**src/rtl/ppmcd_pkg.sv**
```systemverilog
// Package for the PPM pulse capture decoder.
// Holds register reset values, register indexes and the result word layout.
// No dependencies.
package ppmcd_pkg;

    localparam int unsigned MAX_CHANNELS_DEFAULT = 8;

    localparam int unsigned WIDTH_W     = 16;
    localparam int unsigned OVF_W       = 6;
    localparam int unsigned CHCOUNT_W   = 4;
    localparam int unsigned CHINDEX_W   = 3;
    localparam int unsigned CFG_INDEX_W = 1;
    localparam int unsigned CFG_DATA_W  = 16;
    localparam int unsigned S_DATA_W    = 24;
    localparam int unsigned M_DATA_W    = 32;

    localparam logic [WIDTH_W-1:0] SYNC_THRESHOLD_RESET = 16'd3000;
    localparam logic [OVF_W-1:0]   TIMEOUT_OVF_RESET    = 6'h3F;
    localparam logic [WIDTH_W-1:0] WIDTH_TIMEOUT        = 16'hFFFF;

    typedef enum logic [CFG_INDEX_W-1:0] {
        CFG_SYNC_THRESHOLD    = 1'b0,
        CFG_TIMEOUT_OVERFLOWS = 1'b1
    } cfg_index_t;

    // First member sits in the top bits of the packed word.
    typedef struct packed {
        logic                 in_frame;
        logic [CHCOUNT_W-1:0] frame_channels;
        logic                 frame_done;
        logic [CHINDEX_W-1:0] channel_index;
        logic                 channel_valid;
        logic [WIDTH_W-1:0]   pulse_width;
        logic                 pulse_done;
        logic                 await_falling;
        logic                 restart_timer;
    } result_t;

endpackage

```
**src/rtl/ppm_pulse_capture_decoder.sv**
```systemverilog
// PPM pulse capture decoder top level.
// Measures pulse widths from timer capture events and frames them into channels.
// Depends on ppmcd_pkg.
//
// Usage:
//   s_* channel takes one timer event word per accepted beat: overflow flag,
//   edge flag and the captured counter value. m_* channel returns exactly one
//   result word for every event word, in order.
//   cfg_* channel writes sync_threshold (index 0) or timeout_overflows
//   (index 1); it is always ready and should be used while the block is idle.
// Output: the result of an event word is registered and is on m_* in the cycle after acceptance.
// Throughput: one event word per cycle while m_tready is high; the pulse and frame
//   state update in the accept cycle, so back-to-back words chain through that single stage.
// Backpressure: the result register holds while m_tready is low; s_tready
//   stays high as long as the held word is taken in the same cycle.
// Reset: rst_n clears pulse and frame tracking, empties the result register
//   and loads sync_threshold = 3000 and timeout_overflows = 63.
module ppm_pulse_capture_decoder #(
    parameter int unsigned MAX_CHANNELS = ppmcd_pkg::MAX_CHANNELS_DEFAULT
) (
    input  logic                               clk,
    input  logic                               rst_n,
    input  logic                               s_tvalid,
    output logic                               s_tready,
    // [0] overflow_event, [1] edge_event, [17:2] capture_value, [23:18] unused
    input  logic [ppmcd_pkg::S_DATA_W-1:0]     s_tdata,
    output logic                               m_tvalid,
    input  logic                               m_tready,
    // [0] restart_timer, [1] await_falling, [2] pulse_done, [18:3] pulse_width,
    // [19] channel_valid, [22:20] channel_index, [23] frame_done,
    // [27:24] frame_channels, [28] in_frame, [31:29] zero
    output logic [ppmcd_pkg::M_DATA_W-1:0]     m_tdata,
    input  logic                               cfg_valid,
    output logic                               cfg_ready,
    input  logic [ppmcd_pkg::CFG_INDEX_W-1:0]  cfg_index,
    input  logic [ppmcd_pkg::CFG_DATA_W-1:0]   cfg_data
);
    import ppmcd_pkg::*;

    localparam int unsigned LIMIT_INT = (MAX_CHANNELS > 15) ? 15 : MAX_CHANNELS;
    localparam logic [CHCOUNT_W-1:0] CH_LIMIT = CHCOUNT_W'(LIMIT_INT);

    logic [WIDTH_W-1:0]   sync_threshold_reg;
    logic [OVF_W-1:0]     timeout_ovf_reg;
    logic                 high_seen_reg,     high_seen_next;
    logic [OVF_W-1:0]     ovf_count_reg,     ovf_count_next;
    logic                 frame_active_reg,  frame_active_next;
    logic [CHCOUNT_W-1:0] ch_count_reg,      ch_count_next;
    logic                 out_valid_reg;
    result_t              result_reg,        result_next;

    logic                 ovf_in;
    logic                 edge_in;
    logic [WIDTH_W-1:0]   cap_in;
    logic                 accept;
    logic                 done;
    logic [WIDTH_W-1:0]   width;

    assign ovf_in   = s_tdata[0];
    assign edge_in  = s_tdata[1];
    assign cap_in   = s_tdata[WIDTH_W+1:2];

    assign s_tready  = !out_valid_reg || m_tready;
    assign accept    = s_tvalid && s_tready;
    assign cfg_ready = 1'b1;
    assign m_tvalid  = out_valid_reg;
    assign m_tdata   = {(M_DATA_W - $bits(result_t))'(0), result_reg};

    always_comb
    begin
        high_seen_next    = high_seen_reg;
        ovf_count_next    = ovf_count_reg;
        frame_active_next = frame_active_reg;
        ch_count_next     = ch_count_reg;
        done              = 1'b0;
        width             = '0;
        result_next       = '0;

        // overflow first; it may time the pulse out
        if (ovf_in && high_seen_reg) begin
            if (ovf_count_reg >= timeout_ovf_reg) begin
                done  = 1'b1;
                width = WIDTH_TIMEOUT;
            end else begin
                ovf_count_next = ovf_count_reg + 1'b1;
            end
        end

        if (edge_in) begin
            if (high_seen_reg) begin
                done  = 1'b1;
                width = cap_in;
            end else begin
                ovf_count_next            = '0;
                high_seen_next            = 1'b1;
                result_next.restart_timer = 1'b1;
            end
        end

        if (done) begin
            high_seen_next = 1'b0;
            ovf_count_next = '0;
            if (width > sync_threshold_reg) begin
                if (frame_active_reg) begin
                    result_next.frame_done     = 1'b1;
                    result_next.frame_channels = ch_count_reg;
                    frame_active_next          = 1'b0;
                end else begin
                    frame_active_next = 1'b1;
                end
                ch_count_next = '0;
            end else if (frame_active_reg && (ch_count_reg < CH_LIMIT)) begin
                result_next.channel_valid = 1'b1;
                result_next.channel_index = ch_count_reg[CHINDEX_W-1:0];
                ch_count_next             = ch_count_reg + 1'b1;
            end
        end

        result_next.pulse_done    = done;
        result_next.pulse_width   = width;
        result_next.await_falling = high_seen_next;
        result_next.in_frame      = frame_active_next;
    end

    always_ff @(posedge clk or negedge rst_n)
    begin
        if (!rst_n) begin
            sync_threshold_reg <= SYNC_THRESHOLD_RESET;
            timeout_ovf_reg    <= TIMEOUT_OVF_RESET;
        end else if (cfg_valid && cfg_ready) begin
            unique case (cfg_index_t'(cfg_index))
                CFG_SYNC_THRESHOLD:    sync_threshold_reg <= cfg_data;
                CFG_TIMEOUT_OVERFLOWS: timeout_ovf_reg    <= cfg_data[OVF_W-1:0];
                default: ;
            endcase
        end
    end

    always_ff @(posedge clk or negedge rst_n)
    begin
        if (!rst_n) begin
            high_seen_reg    <= 1'b0;
            ovf_count_reg    <= '0;
            frame_active_reg <= 1'b0;
            ch_count_reg     <= '0;
            out_valid_reg    <= 1'b0;
        end else begin
            if (accept) begin
                high_seen_reg    <= high_seen_next;
                ovf_count_reg    <= ovf_count_next;
                frame_active_reg <= frame_active_next;
                ch_count_reg     <= ch_count_next;
                out_valid_reg    <= 1'b1;
            end else if (m_tready) begin
                out_valid_reg <= 1'b0;
            end
        end
    end

    // payload: load on accept, hold otherwise
    always_ff @(posedge clk)
    begin
        if (accept) begin
            result_reg <= result_next;
        end
    end

    a_idle_no_overflows: assert property (@(posedge clk) disable iff (!rst_n)
        !high_seen_reg |-> ovf_count_reg == '0)
        else $error("overflow count nonzero while waiting for rising edge");

    a_channel_in_frame: assert property (@(posedge clk) disable iff (!rst_n)
        (m_tvalid && result_reg.channel_valid) |->
            (result_reg.pulse_done && result_reg.in_frame && !result_reg.frame_done))
        else $error("channel reported outside an open frame");

    a_frame_close: assert property (@(posedge clk) disable iff (!rst_n)
        (m_tvalid && result_reg.frame_done) |->
            (result_reg.pulse_done && !result_reg.in_frame))
        else $error("frame closed without a completed pulse or frame still open");

    a_quiet_result: assert property (@(posedge clk) disable iff (!rst_n)
        (m_tvalid && !result_reg.pulse_done) |->
            (result_reg.pulse_width == '0 && !result_reg.channel_valid
             && !result_reg.frame_done))
        else $error("pulse fields set without a completed pulse");

    a_count_bound: assert property (@(posedge clk) disable iff (!rst_n)
        ch_count_reg <= CH_LIMIT)
        else $error("channel count beyond limit");

endmodule
```
**config.mk**
```make
export PLATFORM = sky130hd
export DESIGN_NAME = ppm_pulse_capture_decoder
export DESIGN_NICKNAME = d
export VERILOG_FILES = /design/src/rtl/ppmcd_pkg.sv /design/src/rtl/ppm_pulse_capture_decoder.sv
export SDC_FILE = /design/constraint.sdc
export NUM_CORES = 1
export LEC_CHECK = 0
export BUFFER_PORTS_ARGS = -buffer_cell sky130_fd_sc_hd__buf_2
export CAP_MARGIN = 20
export CORE_MARGIN = 1.5
export CORE_UTILIZATION = 53
export DETAILED_ROUTE_END_ITERATION = 8
export PLACE_DENSITY_LB_ADDON = 0.08
export SKIP_LAST_GASP = 1
export SYNTH_ARGS = -nofsm -noshare
export SYNTH_HDL_FRONTEND = slang
export SYNTH_SLANG_ARGS = --single-unit
```
**constraint.sdc**
```tcl
create_clock -name clk -period 5.2 [get_ports clk]
set_input_delay 0.26 -clock clk [delete_from_list [all_inputs] [get_ports clk]]
set_output_delay 0.26 -clock clk [all_outputs]
set_load 0.1 [all_outputs]
```
==> results.toml <==
[cells_and_area]
fill_cells = 509
layout.nets = 422
syn_to_final_growth_pct = 18.7
fin_util_pct = 64.4
drive_above_1_share_pct = 31.7
multi_input_area_sq_um = 1290
n_antenna_cell = 0
fin_area_sq_um = 3790
largest_reg_flops = 29
seq_area_sq_um = 1760

[worst_hold_path]
hp-class = "in -> async"

[global_routing]
grt_pass1_vias = 2095
overflow = 0
grt_max_degree = 36
antenna_found_initial = 0
track_usage_pct = 20.3
grt_pass1_wl_mm = 9.73

[worst_setup_path]
required_ps = 5290
critPathKind = "reg -> reg"
critPathLaunchType = "register"
r2r_setup_slack_ps = 1120
crit_fanout = 17
crit_path_top_delay_cell = "dfstp_2"
critPathMaxStageDelay_ps = 540
r2r_start = "timeout_ovf_reg[5]"
cpMostUsedCell = "a21o_1"
critPathArrivalTime_ps = 4170
crit_path_end_kind = "register"
cp-startpoint = "timeout_ovf_reg[5]"
reg2reg_depth = 16
crit_chain = "inv_1 > ha_1 > a41o_1 > a21oi_1 > o21ai_1 > and2_1 > nor2b_1 > buf_4 > a21o_1 > ha_1 > a21o_1 > a21o_1 > a2111oi_4 > a31oi_4 > and3_4 > and2_1"

[route]
drt_wl_total_mm = 5.89
avgViaCountPerCell = 5.05
drc = 0
ant_nets = 0
wl_per_cell_um = 13.6
vias = 2181
drt_pass1_iterations = 4
drt_iter0_drc = 73

[clock_network]
clk_pin_slew_ps = 70
post_cts_buffers = 0
clock_sinks = 64
post_cts_resized = 0
clk_latency_ps = 340
cts_buffers = 9
cts_root_buf = "clkbuf_8"
cts_hold_buf = 0
htree_num_levels = 3
cts_tree = "done"
cts_max_path_buffers = 2

[floorplanning]
start_util_pct = 54.3
dieHeight_um = 80.6
fp.dieW_um = 80.6
die_area_sq_um = 6500
core-area_sq_um = 5890
design.portCount = 81
num_rows = 28

[synthesis]
synth_cell_types = 40
synth_seq_cells = 64
synth_edf_count = 29
synth_area_leaders = "edfxtp_1, dfrtp_1, dfstp_2"
synth_top_area_share_pct = 27.3
yosysSeqAreaShare_pct = 55.2
post-synth-top-area-cell = "edfxtp_1"
async_reset_ff_share_pct = 54.7
synth_cells = 278
synthFlopType = "edfxtp_1"
yosysWarnings = 0
synth_area_sq_um = 3190
avgSynthCellArea_sq_um = 11.5

[power_and_ir_drop]
power.density_nw_per_um2 = 392
p_clk_share_pct = 26.9
p_leak_nw = 1.92
switching_power_mw = 0.530
combPwrFrac_pct = 29.0
vdd.ir_drop.worst_mv = 0.244
swShare_pct = 35.7
pwr-share-seq_pct = 44.1
internal-power_mw = 0.954

[placement]
gp_congestion = 0.775
place_area_sq_um = 3610
io_buffers = 70
hpwl_mm = 4.15

[timing]
rsz0062_at_grt = "false"
hold_viol = 0
slew_headroom_pct = 46.3
fin_skew_ps = 10.1
whs_ps = 13.2
max_freq_mhz = 245
slew_viol_final = 0
setup_viol = 0
worstMarginPinSlew_ps = 805
period_share_pct = 78.4
finalSetupTns_ps = 0
period_needed_ps = 4080

[outcome]
status = "completed"

[job]
cap_violations = 0
## metal layers
metal  global-route usage, %  wire length, um  vias up  share of wire (%)
met5                       0                0        -                  0
met2                    32.4             2830       50                 48
met3                    6.14              307        9                5.2
met4                    7.76               83        0                1.4
met1                    26.0             2670     1018                 45
li1                        -                -     1104                  -
## power groups by stage
| stage | logic (mW) | registers, mW | clock network (mW) |
|---|---|---|---|
| detailed placement | 0.432 | 0.665 | 0 |
| global route | 0.474 | 0.664 | 0.433 |
| global placement | 0.424 | 0.663 | 0 |
| CTS | 0.435 | 0.655 | 0.405 |
| floorplan | 0.213 | 0.799 | 0 |
| finish | 0.430 | 0.655 | 0.400 |
## cell families (layout without fill, tap and decap cells)
kind of cell             count (synthesis)  in the layout  share of synthesized area [%]
AND/OR/NAND/NOR                         78             78                           12.3
flip-flops                              64             64                           55.2
AO/OA/AOI/OAI                           59             59                           13.3
buffers and inverters                   35            112                           4.62
adder cells (fa/ha/maj)                 24             24                           9.40
XOR/XNOR                                 8              8                           2.19
multiplexers                             8              8                           2.78
other                                    2              4                          0.235
## through the flow
stage          setup WS (ps)  cells  power [mW]
3_5_place_dp            1160    416        1.10
3_3_place_gp            1200    416        1.09
6_report                1120    432        1.48
5_1_grt                  865    432        1.57
2_1_floorplan           1380    280        1.01
4_1_cts                 1130    432        1.50
## final timing paths
path,endpoint
worst max-delay path,m_tdata[24]
max in group asynchronous,high_seen_reg
min in group clk,sync_threshold_reg[15]
worst min-delay path,sync_threshold_reg[13]
worst max register to register,m_tdata[24]
worst min register to register,sync_threshold_reg[3]
## synth_stat cells (2+ instances only)
master,number
nand2_1,30
a21oi_1,8
xnor2_1,4
dfrtp_1,22
inv_1,23
dfstp_2,13
o21ai_1,2
ha_1,24
buf_4,4
clkbuf_1,6
o21ai_0,17
nand2b_1,4
a21o_1,21
nor2_1,14
mux2_2,7
nand4_1,4
nor2b_1,5
a41o_1,2
and2_1,13
conb_1,2
xor2_1,4
and3_1,2
edfxtp_1,29
o21a_1,2
## cells in the final DEF, fill, tap and decap left out, drive strengths merged, types with 2 or more instances in the layout
cell / netlist / final
o21a: 2 / 2
mux2: 7 / 7
dfrtp: 22 / 22
and3: 3 / 3
dfstp: 13 / 13
nor2b: 5 / 5
conb: 2 / 4
inv: 23 / 23
xor2: 4 / 4
a41o: 2 / 2
xnor2: 4 / 4
nand2b: 4 / 4
o21ai: 19 / 19
ha: 24 / 24
nor2: 14 / 14
edfxtp: 29 / 29
a22o: 2 / 2
nand4: 5 / 5
nand2: 30 / 30
a21oi: 8 / 8
clkbuf: 6 / 13
and2: 13 / 13
a21o: 21 / 21
buf: 6 / 73
clkinv: 0 / 3
## worst max-delay path: cells and delay by family (launching register included)
kind,cells,cell delay (ps)
buffers and inverters,2,250
and+or+nand+nor,4,720
DFF,1,540
AOI/OAI and AO/OA,8,1710
adders and majority gates,2,620
## layout make-up
cell class              instances  area share, %
repair buffers                 73           9.83
inverters                      23           2.28
multi-input cells             181           34.0
clock buffers                  13           4.49
clock inverters                 3          0.396
flip-flops and latches         64           46.5
well taps                      75           2.47
Note: power is estimated with default switching activity, not from simulation.
